`config.mk`:
```
export PLATFORM = sky130hd
export DESIGN_NAME = ffpa_free_cell
export DESIGN_NICKNAME = d
export VERILOG_FILES = /design/src/rtl/ffpa_free_cell.sv
export SDC_FILE = /design/constraint.sdc
export NUM_CORES = 1
export LEC_CHECK = 0
export BUFFER_PORTS_ARGS = -buffer_cell sky130_fd_sc_hd__buf_4
export CAP_MARGIN = 20
export CORE_ASPECT_RATIO = 0.6
export CORE_MARGIN = 3
export CORE_UTILIZATION = 35
export CTS_CLUSTER_DIAMETER = 150
export DETAILED_ROUTE_END_ITERATION = 12
export PLACE_DENSITY = 0.83
export SLEW_MARGIN = 20
export SYNTH_ARGS = -nofsm -noshare
export SYNTH_HDL_FRONTEND = slang
export SYNTH_SLANG_ARGS = --single-unit
```
`constraint.sdc`:
```
create_clock -name clk -period 3.3 [get_ports clk]
set_input_delay 0.33 -clock clk [delete_from_list [all_inputs] [get_ports clk]]
set_output_delay 0.33 -clock clk [all_outputs]
set_load 0.01 [all_outputs]
```
`src/rtl/ffpa_free_cell.sv`:
```
// One free-table entry; rotates its contents to its neighbor while the ring shifts.
`default_nettype none
module ffpa_free_cell #(
  parameter int unsigned ADDR_BITS = 24
) (
  input  wire                  clk,
  input  wire                  load,
  input  wire                  shift,
  input  wire                  wr,
  input  wire                  ld_valid,
  input  wire  [ADDR_BITS-1:0] ld_start,
  input  wire  [ADDR_BITS-1:0] ld_size,
  input  wire                  sh_valid,
  input  wire  [ADDR_BITS-1:0] sh_start,
  input  wire  [ADDR_BITS-1:0] sh_size,
  input  wire                  wr_valid,
  input  wire  [ADDR_BITS-1:0] wr_start,
  input  wire  [ADDR_BITS-1:0] wr_size,
  output logic                 valid_r,
  output logic [ADDR_BITS-1:0] start_r,
  output logic [ADDR_BITS-1:0] size_r
);
  always_ff @(posedge clk) begin
    if (load) begin
      valid_r <= ld_valid;
      start_r <= ld_start;
      size_r  <= ld_size;
    end else if (wr) begin
      valid_r <= wr_valid;
      start_r <= wr_start;
      size_r  <= wr_size;
    end else if (shift) begin
      valid_r <= sh_valid;
      start_r <= sh_start;
      size_r  <= sh_size;
    end
  end
endmodule
`default_nettype wire

```
# After elaboration in Yosys (flattened, before gate mapping)
# Cells that the tools add are included.
# op_classes
add_sub_neg	0
multipliers	0
div_mod_pow	0
n_lt_le_gt_ge	0
n_eq_ne	0
n_shift	0
muxes	9
bitwise_logic	0
n_reduce_logical	1
# ops
cell	n
$mux 24	6
$mux 1	3
$reduce_bool 3->1	1
# totals
reg_bits	49
latch_bits	0
ramBits	0
mem_bits_ro	0
in_bits	151
memories	0

# Longest topological paths before layout
# logic_depth
word_depth	3
ltp_mapped	5
mapped_depth_nobuf	2

# Worst setup path after synthesis
# Ideal clock, no wire load.
# synth_path
path_type	input-to-reg
start	in load
end	reg size_r[0], enable pin
arrival_ns	1.763
path_slack_ns	1.128
path_stages	3
cell_sequence	buf_2 buf_2 or3_1
# synth_via
elab_chain_cells	1
# synth_lines
item	line_no	rtl
from (decl)	7	input wire load,
$reduce_bool 3->1 (no source line)	n/a	
to (signal assigned)	27	size_r <= ld_size;
to (signal assigned)	31	size_r <= wr_size;
to (signal assigned)	35	size_r <= sh_size;
to (decl)	21	output logic [ADDR_BITS-1:0] size_r
# Every way passes these cells.
# A chain may end at the register's enable or synchronous reset.

# Worst setup path after layout
# layout_path
start	in wr
end	reg start_r[22], data pin
# layout_via
elab_chain_cells	2
# layout_lines
item	line_no	rtl
from (decl)	9	input wire wr,
$mux 24	28	end else if (wr) begin
$mux 24	24	if (load) begin
to (signal assigned)	26	start_r <= ld_start;
to (signal assigned)	30	start_r <= wr_start;
to (signal assigned)	34	start_r <= sh_start;
to (decl)	20	output logic [ADDR_BITS-1:0] start_r,
# Every way passes these cells.

==> out/summary.log <==
qor: layout.synthesis_to_layout_area_growth 66.9%
qor: die.die-width 115 um
qor: sta.final_total_negative_setup_slack 0 ns
qor: routing.drt-initial-drc-count 161
qor: global_route.first_global_vias 2218
qor: routing.wl_met1 2.70 mm
qor: sta.final_max_slew_viol_count 0
qor: routing.drt-pass1-iter-count 5
qor: job.timing.max_cap.violations 0
qor: sta.final_period_minus_worst_setup_slack 1.46 ns
qor: critical_path.timing.critical_path.mode_cell sky130_fd_sc_hd__buf_4
qor: critical_path.critPathKind in -> reg
qor: yosys.synth_enable_flop_cells 49
qor: pwr.peakVddDrop 0.000258 V
qor: sta.highest_achievable_clock_rate 0.684 GHz
qor: critical_path.worst_endpoint_data_arrival_time 1.46 ns
qor: critical_path.critical_path.slowest_cell sky130_fd_sc_hd__buf_4
qor: routing.vias 2307
qor: pwr.p_leak 2.03 nW
qor: yosys.synth_nets 365
qor: yosys.ys_warnings 0
qor: place.routabilityCongestion 0.742
qor: die.initial_standard_cell_utilization_of_the_core 0.368
qor: sta.post-route-period-util 0.443
qor: sta.slew_headroom 0.462
qor: place.number_of_input_and_output_port_buffers_inserted 199
qor: routing.met2WireLength 3.72 mm
qor: cts.tritoncts built
qor: routing.drc 0
qor: routing.dr.max_layer_used met4
qor: critical_path.worst_path_largest_cell_delay 0.63 ns
qor: layout.final_core_occ 0.614
qor: routing.drt.antenna.violating_nets 0
qor: status.run_status completed
qor: routing.viasPerCell 4.68
qor: sta.finalHoldViolCount 0
qor: cts.cts-root-to-sink-buffers 2
qor: cts.h-tree-depth 2
qor: cts.tritoncts_buffer_count 5
qor: place.hpwl 5.74 mm
qor: cts.postCtsHoldBufs 0
qor: critical_path.crit_path_cell_trace buf_4 > buf_4 > mux2i_1 > o21ai_0
qor: global_route.grt.overflow.total 0
qor: sta.max_slew.worst_pin.slew 0.807 ns
qor: die.die_area 8250 um2
qor: yosys.netlist_instances 214
qor: global_route.antenna_found_initial 0
qor: critical_path.path_max_fanout 49
qor: die.ios 200
qor: yosys.postSynthRegisterBits 49
qor: pwr.power.density 420 nW/um2
qor: yosys.syn_avg_cell_area 11.7 um2
qor: die.dieHeight 71.6 um
qor: yosys.synth.cell_area 2510 um2
qor: yosys.synth.top_cell.area_share 0.587
qor: routing.routed_wire_length 7.28 mm
qor: die.rows 23
qor: yosys.synth.distinct_cells 10
qor: global_route.largest_net_degree_at_the_start_of_global_routing 99
qor: layout.antennaDiodeCount 0
qor: critical_path.worst_setup_path_start_kind input port
qor: yosys.synth_seq_area_share 0.587
qor: sta.final-setup-viol-count 0
qor: routing.drt_wl_cell 14.8 um
qor: yosys.synth_flop_cell sky130_fd_sc_hd__edfxtp_1
qor: critical_path.worstPathBufferInverterCount 2
qor: critical_path.worst_path_top_cell_family_by_delay buffers and inverters
qor: cts.cts-resized-gates 0
qor: global_route.grt_first_pass_wirelength 10.6 mm
qor: cts.cts-root-buf sky130_fd_sc_hd__clkbuf_16
qor: cts.tritoncts_num_sinks 49
qor: critical_path.critical_path.endpoint_type register
qor: layout.layout-drive-gt1-share 0.515
qor: yosys.async_reset_ff_frac 0
qor: global_route.globalRouteTotalUtil 0.163
qor: critical_path.cp.required 3.30 ns
qor: die.core_area 6820 um2
qor: cts.cts.repair_timing.setup_buffer_count 0
qor: routing.route.met3.wl 818 um
qor: sta.grt_setup_unrepaired false
qor: layout.final_net_count 556
qor: yosys.synth_commonest_cells 49 x sky130_fd_sc_hd__edfxtp_1, 49 x sky130_fd_sc_hd__mux2i_1, 49 x sky130_fd_sc_hd__nand2_1
qor: yosys.synth_largest_area_cell sky130_fd_sc_hd__edfxtp_1
qor: yosys.synth_area_leaders sky130_fd_sc_hd__edfxtp_1 59%, sky130_fd_sc_hd__mux2i_1 20%, sky130_fd_sc_hd__nand2_1 7.3%, sky130_fd_sc_hd__o21ai_0 6.8%, sky130_fd_sc_hd__o21ai_1 3.0%
qor: hold_path.hp-class in -> reg
qor: cts.clk_pin_slew_worst_paths 0.07 ns
-- cells by family (layout without fill, tap and decap cells) --
group,after synthesis,in the layout,share of synthesized area
AO/OA/AOI/OAI,49,49,0.0978
flip-flops,49,49,0.587
buffers and inverters,17,209,0.0444
AND/OR/NAND/NOR,50,50,0.0758
multiplexers,49,49,0.196
-- placed cells by master, fill, tap and decap left out, drive strengths merged --
cell type  synthesis  routed
clkinv             0       1
nand2             49      49
o21ai             49      49
bufinv             0       1
buf                9     201
mux2i             49      49
clkbuf             8       5
edfxtp            49      49
clkinvlp           0       1
or3                1       1
-- path summary, 6_finish.rpt --
kind / startpoint / endpoint / slack, ns / cells past startpoint
setup / recovery: wr / start_r[22] / 1.84 / 4
hold / removal: ld_start[3] / start_r[3] / 0.33 / 3
-- power breakdown --
group | internal, mW | switching, mW
clock network | 0.355 | 0.211
logic | 0.240 | 0.161
registers | 0.768 | 0.0212
total | 1.36 | 0.393
-- sequential cells by signal (all words and copies together), names as in the netlist --
name	cells
valid_r	1
start_r	24
size_r	24
-- metal layers --
metal / vias to the layer above / GRT usage
li1: 1160 / -
met4: 0 / 0.0273
met5: - / 0
met1: 1029 / 0.184
met2: 116 / 0.299
met3: 2 / 0.0591
-- area by class of cell --
type,instances,area (um2)
Sequential cell,49,1470
Clock inverter,3,41.3
Multi-Input combinational cell,148,931
Tap cell,87,109
Timing Repair Buffer,201,1510
Clock buffer,5,125
Fill cell,568,2630
-- through the flow --
| stage | std cells | power (mW) | setup WS [ns] | hold slack (ns) | instance area (um2) |
|---|---|---|---|---|---|
| 6_report | 493 | 1.76 | 1.84 | 0.326 | 4190 |
| 2_1_floorplan | 214 | 0.947 | 1.13 | 0.521 | 2510 |
| 3_5_place_dp | 485 | 1.21 | 1.44 | 0.613 | 4020 |
| 4_1_cts | 493 | 1.78 | 1.74 | 0.322 | 4180 |
| 5_1_grt | 493 | 1.84 | 1.73 | 0.331 | 4190 |
| 3_3_place_gp | 485 | 1.20 | 1.47 | 0.609 | 4020 |
No activity file was read; power rests on OpenSTA's default activity.
