### src/rtl/ffpa_used_cell.sv
// One allocated-table entry; rotates its contents to its neighbor while the ring shifts.
`default_nettype none
module ffpa_used_cell #(
  parameter int unsigned ADDR_BITS = 24
) (
  input  wire                  clk,
  input  wire                  load,
  input  wire                  shift,
  input  wire                  wr,
  input  wire  [7:0]           sh_owner,
  input  wire  [ADDR_BITS-1:0] sh_start,
  input  wire  [ADDR_BITS-1:0] sh_size,
  input  wire  [7:0]           wr_owner,
  input  wire  [ADDR_BITS-1:0] wr_start,
  input  wire  [ADDR_BITS-1:0] wr_size,
  output logic [7:0]           owner_r,
  output logic [ADDR_BITS-1:0] start_r,
  output logic [ADDR_BITS-1:0] size_r
);
  always_ff @(posedge clk) begin
    if (load) begin
      owner_r <= '0;
      start_r <= '0;
      size_r  <= '0;
    end else if (wr) begin
      owner_r <= wr_owner;
      start_r <= wr_start;
      size_r  <= wr_size;
    end else if (shift) begin
      owner_r <= sh_owner;
      start_r <= sh_start;
      size_r  <= sh_size;
    end
  end
endmodule
`default_nettype wire

### config.mk
export PLATFORM = sky130hd
export DESIGN_NAME = ffpa_used_cell
export DESIGN_NICKNAME = d
export VERILOG_FILES = /design/src/rtl/ffpa_used_cell.sv
export SDC_FILE = /design/constraint.sdc
export NUM_CORES = 1
export LEC_CHECK = 0
export BUFFER_PORTS_ARGS = -buffer_cell sky130_fd_sc_hd__buf_4
export CORE_UTILIZATION = 45
export CTS_CLUSTER_DIAMETER = 80
export CTS_CLUSTER_SIZE = 20
export DETAILED_ROUTE_END_ITERATION = 8
export PLACE_DENSITY = 0.85
export SLEW_MARGIN = 20
export SYNTH_ARGS = -nofsm -noshare
export SYNTH_HDL_FRONTEND = slang
export SYNTH_SLANG_ARGS = --single-unit
### constraint.sdc
create_clock -name clk -period 1.5 [get_ports clk]
set_input_delay 0.075 -clock clk [delete_from_list [all_inputs] [get_ports clk]]
set_output_delay 0.075 -clock clk [all_outputs]
set_load 0.02 [all_outputs]
## Word level (Yosys, flattened, before mapping)

Index checks and enable logic that the tools add are counted.

| word-level totals | value |
|---|---|
| input port bits | 116 |
| output and inout port bits | 56 |
| word-level logic and storage cells | 10 |
| bits in registers | 56 |

| operators by class | value |
|---|---|
| reduce and logical (&&, ||, !) cells | 1 |
| multiplexer cells | 6 |

Operators by type and width:

| kind | number |
|---|---|
| $mux W24 | 4 |
| $mux W8 | 2 |
| $reduce_bool A2 Y1 | 1 |

## Logic depth before layout (Yosys ltp)

Gate-level depths: netlist (run 1).

| depth | value |
|---|---|
| depth in word-level cells | 2 |
| depth in mapped cells | 4 |
| depth with buffers taken out | 2 |

## Least setup slack after synthesis (run 1)

Ideal clock, no wire load.

| path | value |
|---|---|
| path type | in2reg |
| from | input load |
| to | register owner_r[0] |
| path buffers | 2 |
| arrival | 0.679 ns |
| stages on the path | 3 |
| library setup time | 0.138 ns |
| data required time | 1.362 ns |
| slack | 0.683 ns |
| cell sequence | clkbuf_1 > clkbuf_1 > a211oi_1 |

RTL lines:

| what | RTL line | RTL |
|---|---|---|
| start: declaration | 7 | `input wire load,` |
| end signal: assignment | 26 | `owner_r <= wr_owner;` |
| end signal: assignment | 30 | `owner_r <= sh_owner;` |
| end: declaration | 16 | `output logic [7:0] owner_r,` |

No word-level cell between the ends.

## Worst setup path in the final report (run 1)

| path | value |
|---|---|
| from | input wr |
| to | register start_r[13] |

| on the way | value |
|---|---|
| cells in the longest elaborated chain, start to end | 1 |
| elaborated cells on any way between the ends | 2 |
| classes of those cells | mux (1); reduce/logical (1) |

RTL lines:

| what | RTL line | RTL |
|---|---|---|
| start: declaration | 9 | `input wire wr,` |
| $mux W24 / $reduce_bool A2 Y1 (equally long branches) | - |  |
| end signal: assignment | 27 | `start_r <= wr_start;` |
| end signal: assignment | 31 | `start_r <= sh_start;` |
| end: declaration | 17 | `output logic [ADDR_BITS-1:0] start_r,` |

Several ways; a longest one is shown, not always the timed one.
A chain may end at the register's enable or synchronous reset.

==> results.json, run 1 <==
{
  "vias": 2454,
  "cts_tree": "built",
  "cts_buffers": 5,
  "drtPass1Iterations": 4,
  "ys_seq_area_share_pct": 42.7,
  "timing.final.crit_period_ps": 1020,
  "grt.overflow.total": 0,
  "start_kind": "input port",
  "diodes": 0,
  "critPathRequiredTime_ps": 1620,
  "power.leakage_nw": 1.89,
  "initial_core_util_pct": 47.1,
  "maxSlewViolCount": 0,
  "place_ws_ps": 194,
  "rsz0062_at_grt": "false",
  "place_congestion": 0.762,
  "syn_inst": 249,
  "die_area_mm2": 0.00614,
  "grt_pass1_wl_mm": 11.2,
  "grt_pass1_vias": 2384,
  "fmax_mhz": 984,
  "cpMaxStageDelayCell": "inv_2",
  "ir_drop_uv": 622,
  "synthMuxAreaShare_pct": 21.4,
  "net-switching-power_uw": 935,
  "tightest_slew_ps": 1040,
  "clkPwrFrac_pct": 24.4,
  "path_cells": "buf_4, inv_2, a211oi_1",
  "antenna_found_initial": 0,
  "worstSetupPathType": "in -> reg",
  "finalSetupTns_ps": 0,
  "synth_top_family_by_area": "multiplexers",
  "clock_path_buffers": 2,
  "max_stage_delay_ps": 740,
  "internal_power_mw": 2.46,
  "hold_buffers": 0,
  "die_y_um": 78.4,
  "synth_area_mm2": 0.00263,
  "syn-num-nets": 365,
  "coreArea_mm2": 0.00557,
  "drtIter0Drc": 67,
  "wl_per_cell_um": 15.3,
  "track_usage_pct": 23.4,
  "yosys_warnings": 0,
  "grt_max_degree": 57,
  "post_cts_buffers": 0,
  "synth-seq-cells": 56,
  "power_frac_comb_pct": 26.6,
  "fin_skew_ps": 0,
  "syn2layout_area_growth_pct": 50.5,
  "synth_fa_ha_area_share_pct": 0,
  "dp.final_hpwl_mm": 5.02,
  "yosys.area.top_type": "dfxtp_1",
  "worst-path-max-fanout": 56,
  "num_rows": 27,
  "cts_sinks": 56,
  "ys_top_cells_by_area": "dfxtp_1 43%, mux2i_1 21%, a211oi_1 16%",
  "cts_root_buffer": "clkbuf_8",
  "crit_path_end_kind": "flop",
  "drv_cap": 0,
  "status": "completed",
  "worstPathArrival_ps": 1140,
  "clk_pin_slew_worst_paths_ps": 100,
  "wirelength_mm": 7.31,
  "drtAntennaViolNets": 0,
  "hold_path.class": "in -> reg",
  "synth_cell_type_count": 10,
  "drc": 0,
  "timing.final.hold_violations": 0,
  "synth_compound_gate_area_share_pct": 16.0,
  "p_per_area_mw_per_mm2": 858,
  "slew-limit-headroom_pct": 30.6,
  "drive_gt1_share_pct": 44.8,
  "portBuffers": 171,
  "synth_area_per_cell_um2": 10.5,
  "die_w_um": 78.4,
  "cts_resized": 0,
  "h-tree-depth": 2,
  "p_seq_share_pct": 49.0,
  "io_pins": 172,
  "clock_latency_ps": 290,
  "layout.nets": 521,
  "swShare_pct": 27.6,
  "setup_viol": 0,
  "vias_per_cell": 5.13,
  "period_share_pct": 67.8,
  "setup_ws_ps": 483,
  "synthSimpleGateAreaFrac_pct": 13.3,
  "synth_top_area_share_pct": 42.7,
  "synthXorXnorAreaFrac_pct": 0,
  "total_power_mw": 3.39
}
## registers in the layout, summed over array words and instances (netlist names)
name     flops
owner_r      8
size_r      24
start_r     24
## synth_stat cells (all sizes together)
cell type	number
clkbuf	16
dfxtp	56
mux2i	56
buf	8
inv	1
nor2b	56
a211oi	56
## cells in the final DEF (no fill, tap or decap)
cell type and instances:
buf_4 172, mux2i_1 56, nor2b_1 56, a211oi_1 56
dfxtp_1 56, clkbuf_8 6, clkinv_2 2, inv_2 1
buf_12 1
## area by class of cell
type / instances / area, µm²
clock buffer: 6 / 82.6
timing repair buffer: 173 / 1310
clock inverter: 2 / 10.0
inverter: 1 / 3.75
multi-input combinational: 168 / 1330
tap: 72 / 90.1
sequential: 56 / 1120
fill: 458 / 1620
## power by group through the flow
| stage | Combinational, mW | Clock [mW] | Sequential [mW] |
|---|---|---|---|
| after floorplan | 0.324 | 0 | 1.83 |
| after global routing | 0.962 | 0.928 | 1.68 |
| after detailed placement | 0.904 | 0 | 1.69 |
| final | 0.901 | 0.827 | 1.66 |
| after global placement | 0.885 | 0 | 1.69 |
| after CTS | 0.907 | 0.856 | 1.66 |
## path summary, 6_finish.rpt
kind / from / endpoint / cells after the start / slack, ps
hold / removal: wr_owner[4] / owner_r[4] / 3 / 70
setup / recovery: wr / start_r[13] / 3 / 480
hold reg to reg: size_r[3] / size_r[3] / 2 / 560
setup reg to reg: owner_r[7] / owner_r[7] / 2 / 690
## critical path, delay by kind of cell
| family | cells | cell delay (ps) |
|---|---|---|
| buffers and inverters | 2 | 850 |
| AOI/OAI and AO/OA | 1 | 200 |
## logic make-up (layout without fill, tap and decap cells)
family | count (synthesis) | in the layout
multiplexers | 56 | 56
AO/OA/AOI/OAI | 56 | 56
AND/OR/NAND/NOR | 56 | 56
flip-flops | 56 | 56
buffers and inverters | 25 | 182
## layer usage
metal / share of wire [%] / up-vias / global-route usage (%)
met2: 48 / 110 / 39.0
met5: 0 / - / 0
li1: - / 1206 / -
met4: 1.8 / 0 / 7.04
met1: 42 / 1128 / 28.0
met3: 8.6 / 10 / 8.26
## per-stage QoR
step           hold WS [ps]  instances  util, %  instance area, µm²
2_1_floorplan           266        249        -                2630
3_3_place_gp            381        470     69.2                3860
3_5_place_dp            390        470     69.2                3860
4_1_cts                63.7        478     70.9                3950
5_1_grt                51.7        478     70.9                3950
6_report               71.0        478     70.9                3950
Note: power is estimated with default switching activity, not from simulation.
==> run 2, diff against run 1 <==
--- a/config.mk
+++ b/config.mk
@@ -6,11 +6,11 @@
 export NUM_CORES = 1
 export LEC_CHECK = 0
 export BUFFER_PORTS_ARGS = -buffer_cell sky130_fd_sc_hd__buf_4
-export CORE_UTILIZATION = 45
+export CORE_UTILIZATION = 38
 export CTS_CLUSTER_DIAMETER = 80
 export CTS_CLUSTER_SIZE = 20
 export DETAILED_ROUTE_END_ITERATION = 8
-export PLACE_DENSITY = 0.85
+export PLACE_DENSITY = 0.76
 export SLEW_MARGIN = 20
 export SYNTH_ARGS = -nofsm -noshare
 export SYNTH_HDL_FRONTEND = slang
==> constraint.sdc (replaced) <==
create_clock -name clk -period 0.9 [get_ports clk]
set_input_delay 0.045 -clock clk [delete_from_list [all_inputs] [get_ports clk]]
set_output_delay 0.045 -clock clk [all_outputs]
set_load 0.02 [all_outputs]
==> results.json, run 2 (synthesis results as in run 1) <==
{
  "cts_tree": "built",
  "tightest_slew_ps": 593,
  "initial_core_util_pct": 40.4,
  "n_fill_cell": 573,
  "num_rows": 29,
  "setup_viol": 0,
  "critical_path.top_delay_family": "flip-flops",
  "crit_path_end_kind": "primary output",
  "clock_path_buffers": 2,
  "seqCellArea_mm2": 0.00112,
  "syn2layout_area_growth_pct": 53.1,
  "die_y_um": 85.1,
  "post_cts_buffers": 0,
  "die_w_um": 85.1,
  "diodes": 0,
  "drtAntennaViolNets": 0,
  "fin_skew_ps": 0,
  "cts_buffers": 5,
  "portBuffers": 171,
  "wirelength_mm": 7.21,
  "timing.final.crit_period_ps": 851,
  "holdWs_ps": 39.6,
  "maxSlewViolCount": 0,
  "io_pins": 172,
  "vias_per_cell": 5.02,
  "cts_root_buffer": "clkbuf_8",
  "mostFrequentLayoutCell": "buf_4",
  "worstSetupPathType": "reg -> out",
  "grt.overflow.total": 0,
  "grt_pass1_vias": 2429,
  "drtPass1Iterations": 4,
  "vias": 2441,
  "clk_pin_slew_worst_paths_ps": 100,
  "dpl_cell_area_mm2": 0.00392,
  "hold_path.class": "in -> reg",
  "power.leakage_nw": 1.92,
  "worstPathArrival_ps": 810,
  "grt_pass1_wl_mm": 11.7,
  "mostFrequentLayoutCells": "172 x buf_4, 56 x mux2i_1, 56 x nor2b_1, 56 x a211oi_1, 54 x dfxtp_1",
  "layout.nets": 524,
  "wl_per_cell_um": 14.8,
  "antenna_found_initial": 0,
  "drtIter0Drc": 44,
  "max_stage_delay_ps": 360,
  "dp.final_hpwl_mm": 5.10,
  "drive_gt1_share_pct": 45.7,
  "coreArea_mm2": 0.00649,
  "h-tree-depth": 2,
  "largestRegisters": "size_r x24, start_r x24, owner_r x8",
  "start_kind": "flop",
  "drc": 0,
  "drv_cap": 0,
  "cts_sinks": 56,
  "p_per_area_mw_per_mm2": 1420,
  "worst-path-max-fanout": 2,
  "stdcell_area_mm2": 0.00402,
  "hold_buffers": 0,
  "grt_max_degree": 58,
  "worst-path-buf-inv": 1,
  "rsz0062_at_grt": "false",
  "track_usage_pct": 19.8,
  "ir_drop_uv": 648,
  "slew-limit-headroom_pct": 60.4,
  "status": "completed",
  "place_congestion": 0.702,
  "critPathRequiredTime_ps": 850,
  "fmax_mhz": 1170,
  "cpMaxStageDelayCell": "dfxtp_1",
  "period_share_pct": 94.6,
  "clock_latency_ps": 300,
  "die_area_mm2": 0.00724,
  "finalSetupTns_ps": 0,
  "timing.final.hold_violations": 0,
  "path_cells": "buf_4",
  "multi_input_comb_area_mm2": 0.00133,
  "cts_resized": 0
}
run 2: cell types whose count changed in the layout (fill, tap and decap cells not counted):
cell | previous run | this run
buf_12 | 1 | 4
dfxtp_1 | 56 | 54
dfxtp_2 | 0 | 2
run 2: path summary, 6_finish.rpt:
check | to | cells past startpoint | slack, ps | startpoint
worst min register to register | start_r[6] | 2 | 560 | start_r[6]
worst min-delay path | start_r[20] | 3 | 40 | wr_start[20]
worst max-delay path | size_r[7] | 1 | 50 | size_r[7]
worst max register to register | start_r[12] | 2 | 110 | start_r[12]
run 2: through the flow:
step | util [%] | cells | power, mW | worst slack (ps)
final | 61.9 | 486 | 5.70 | 48.8
after global routing | 61.9 | 486 | 6.00 | 5.29
after CTS | 61.8 | 486 | 5.76 | 23.7
after detailed placement | 60.4 | 478 | 4.36 | -223
after global placement | 60.4 | 478 | 4.34 | -156
after floorplan | - | 249 | 3.59 | 101
run 2: area by class of cell:
cell class	instances	area share (%)
clock inverters	2	0.249
flip-flops and latches	56	28.0
repair buffers	176	34.1
well taps	77	2.40
clock buffers	6	2.05
multi-input cells	168	33.1
inverters	1	0.0934
run 2: power by group:
group          internal [mW]  switching [mW]
sequential              2.67          0.0998
combinational          0.833           0.696
clock                  0.617           0.781
run 2: layer usage:
metal | track usage, % | wire length (µm) | vias to the layer above
li1 | - | - | 1212
met1 | 25.7 | 3190 | 1104
met2 | 32.9 | 3320 | 114
met3 | 5.25 | 583 | 11
met4 | 4.78 | 117 | 0
met5 | 0 | 0 | -
==> run 3, diff against run 2 <==
--- a/config.mk
+++ b/config.mk
@@ -5,6 +5,7 @@
 export SDC_FILE = /design/constraint.sdc
 export NUM_CORES = 1
 export LEC_CHECK = 0
+export ABC_AREA = 1
 export BUFFER_PORTS_ARGS = -buffer_cell sky130_fd_sc_hd__buf_4
 export CORE_UTILIZATION = 38
 export CTS_CLUSTER_DIAMETER = 80
==> results.json, run 3 <==
{
  "diodes": 0,
  "rsz0062_at_grt": "false",
  "ys_seq_area_share_pct": 41.6,
  "n_fill_cell": 666,
  "setup_viol": 0,
  "worst-path-max-fanout": 2,
  "yosys-top-cells-count": "168 x nand2_1, 112 x nand3_1, 57 x inv_1",
  "clock_latency_ps": 290,
  "syn-num-nets": 541,
  "dpl_cell_area_mm2": 0.00411,
  "worstRegToRegCells": 4,
  "p_per_area_mw_per_mm2": 1340,
  "synth-seq-cells": 56,
  "ys.flop_type": "dfxtp_1",
  "finalSetupTns_ps": 0,
  "min_to": "size_r[15]",
  "syn_inst": 425,
  "coreArea_mm2": 0.00683,
  "yosysMostFrequentCell": "nand2_1",
  "cts_tree": "built",
  "portBuffers": 171,
  "ys_top_cells_by_area": "dfxtp_1 42%, nand2_1 23%, nand3_1 21%",
  "cts_root_buffer": "clkbuf_8",
  "rr_startpoint": "owner_r[1]",
  "maxSlewViolCount": 0,
  "stdcell_area_mm2": 0.00421,
  "drive_gt1_share_pct": 33.6,
  "synth_cell_type_count": 9,
  "status": "completed",
  "cpMaxStageDelayCell": "dfxtp_1",
  "mostFrequentLayoutCell": "buf_4",
  "period_share_pct": 94.3,
  "grt_pass1_wl_mm": 12.4,
  "fmax_mhz": 1180,
  "finish.utilization_pct": 61.6,
  "critPathRequiredTime_ps": 850,
  "synth_edf_count": 0,
  "io_pins": 172,
  "layout.nets": 701,
  "grt_pass1_vias": 2877,
  "worstPathArrival_ps": 800,
  "power.leakage_nw": 2.48,
  "die_w_um": 86.3,
  "place_congestion": 0.800,
  "cts_resized": 0,
  "worstSetupPathType": "reg -> out",
  "ys_async_sr_fraction_pct": 0,
  "synth_area_mm2": 0.00270,
  "p_seq_share_pct": 48.6,
  "worst-path-buf-inv": 1,
  "grt.overflow.total": 0,
  "internal_power_mw": 4.04,
  "syn2layout_area_growth_pct": 56.0,
  "largestRegisters": "size_r x24, start_r x24, owner_r x8",
  "mostFrequentLayoutCells": "177 x buf_4, 168 x nand2_1, 112 x nand3_1",
  "cts_sinks": 56,
  "yosys.area.top_type": "dfxtp_1",
  "die_area_mm2": 0.00744,
  "max_stage_delay_ps": 350,
  "holdPathStages": 5,
  "r2r_end": "owner_r[1]",
  "total_power_mw": 5.62,
  "reg2reg_setup_slack_ps": 260,
  "post_cts_buffers": 0,
  "start_kind": "flop",
  "net-switching-power_mw": 1.58,
  "vias_per_cell": 4.60,
  "slew-limit-headroom_pct": 77.6,
  "timing.final.crit_period_ps": 849,
  "drtAntennaViolNets": 0,
  "clkPwrFrac_pct": 24.7,
  "swShare_pct": 28.1,
  "antenna_found_initial": 0,
  "power_frac_comb_pct": 26.7,
  "hold_buffers": 0,
  "cts_buffers": 5,
  "wirelength_mm": 7.93,
  "ir_drop_uv": 675,
  "synth_top_area_share_pct": 41.6,
  "tightest_slew_ps": 336,
  "die_y_um": 86.3,
  "min-delay-start": "wr_size[15]",
  "dp.final_hpwl_mm": 5.83,
  "grt_max_degree": 41,
  "clk_pin_slew_worst_paths_ps": 90,
  "vias": 3135,
  "hold_path.class": "in -> reg",
  "fin_skew_ps": 0,
  "h-tree-depth": 2,
  "drv_cap": 0,
  "critical_path.top_delay_family": "flip-flops",
  "path_cells": "buf_4",
  "num_rows": 30,
  "wl_per_cell_um": 11.6,
  "track_usage_pct": 20.9,
  "yosys_warnings": 0,
  "clock_path_buffers": 2,
  "crit_path_end_kind": "primary output",
  "timing.final.hold_violations": 0,
  "drtIter0Drc": 124,
  "drc": 0,
  "initial_core_util_pct": 39.5,
  "synth_area_per_cell_um2": 6.35,
  "drtPass1Iterations": 4
}
## run 3: changes by cell type after synthesis, moves of 18 or more
cell and delta:
buf_2 +18, a211oi_1 -56, inv_1 +57, nand3_1 +112, mux2i_1 -56, nand2_1 +168
nor2b_1 -56
## run 3: worst max-delay path by stage
stage,startpoint,end,slack [ps],cells after the start
after global placement,wr,size_r[19],40,7
after detailed placement,wr,size_r[3],10,7
after global routing,owner_r[3],owner_r[3],2,1
after floorplan,load,owner_r[0],190,5
final,owner_r[3],owner_r[3],50,1
after CTS,owner_r[3],owner_r[3],30,1
## run 3: tightest hold or removal path: stages
cell,delay (ps)
buf_4,70
nand2_1,40
nand3_1,70
nand2_1,40
inv_1,40
## run 3: cell type report
type / count / area (µm²) / share of cell area (%)
timing repair buffer: 183 / 1450 / 34.4
clock buffer: 8 / 90.1 / 2.14
tap: 96 / 120 / 2.85
multi-input combinational: 281 / 1200 / 28.6
sequential: 56 / 1130 / 26.8
inverter: 58 / 218 / 5.17
## run 3: cell families after synthesis
kind of cell	synth area share, %
AND/OR/NAND/NOR	44.3
buffers and inverters	14.1
flip-flops	41.6
## run 3: per-stage QoR
step	hold slack [ps]	setup WS, ps	std cells
6_report	32.1	51.4	682
5_1_grt	31.0	1.56	682
4_1_cts	22.7	27.3	682
3_5_place_dp	346	13.7	674
3_3_place_gp	333	35.2	674
2_1_floorplan	245	194	425
## run 3: power by group through the flow
| stage | Combinational, mW | Sequential, mW | Clock [mW] |
|---|---|---|---|
| 3_5_place_dp | 1.51 | 2.78 | 0 |
| 5_1_grt | 1.64 | 2.75 | 1.58 |
| 4_1_cts | 1.51 | 2.73 | 1.47 |
| 2_1_floorplan | 0.521 | 2.98 | 0 |
| 3_3_place_gp | 1.49 | 2.78 | 0 |
| 6_report | 1.50 | 2.73 | 1.39 |
## run 3: layer usage
| metal | wire length (µm) | GRT usage, % |
|---|---|---|
| met5 | 0 | 0 |
| met4 | 73 | 4.85 |
| met3 | 520 | 5.33 |
| met2 | 4040 | 41.4 |
| met1 | 3300 | 21.8 |
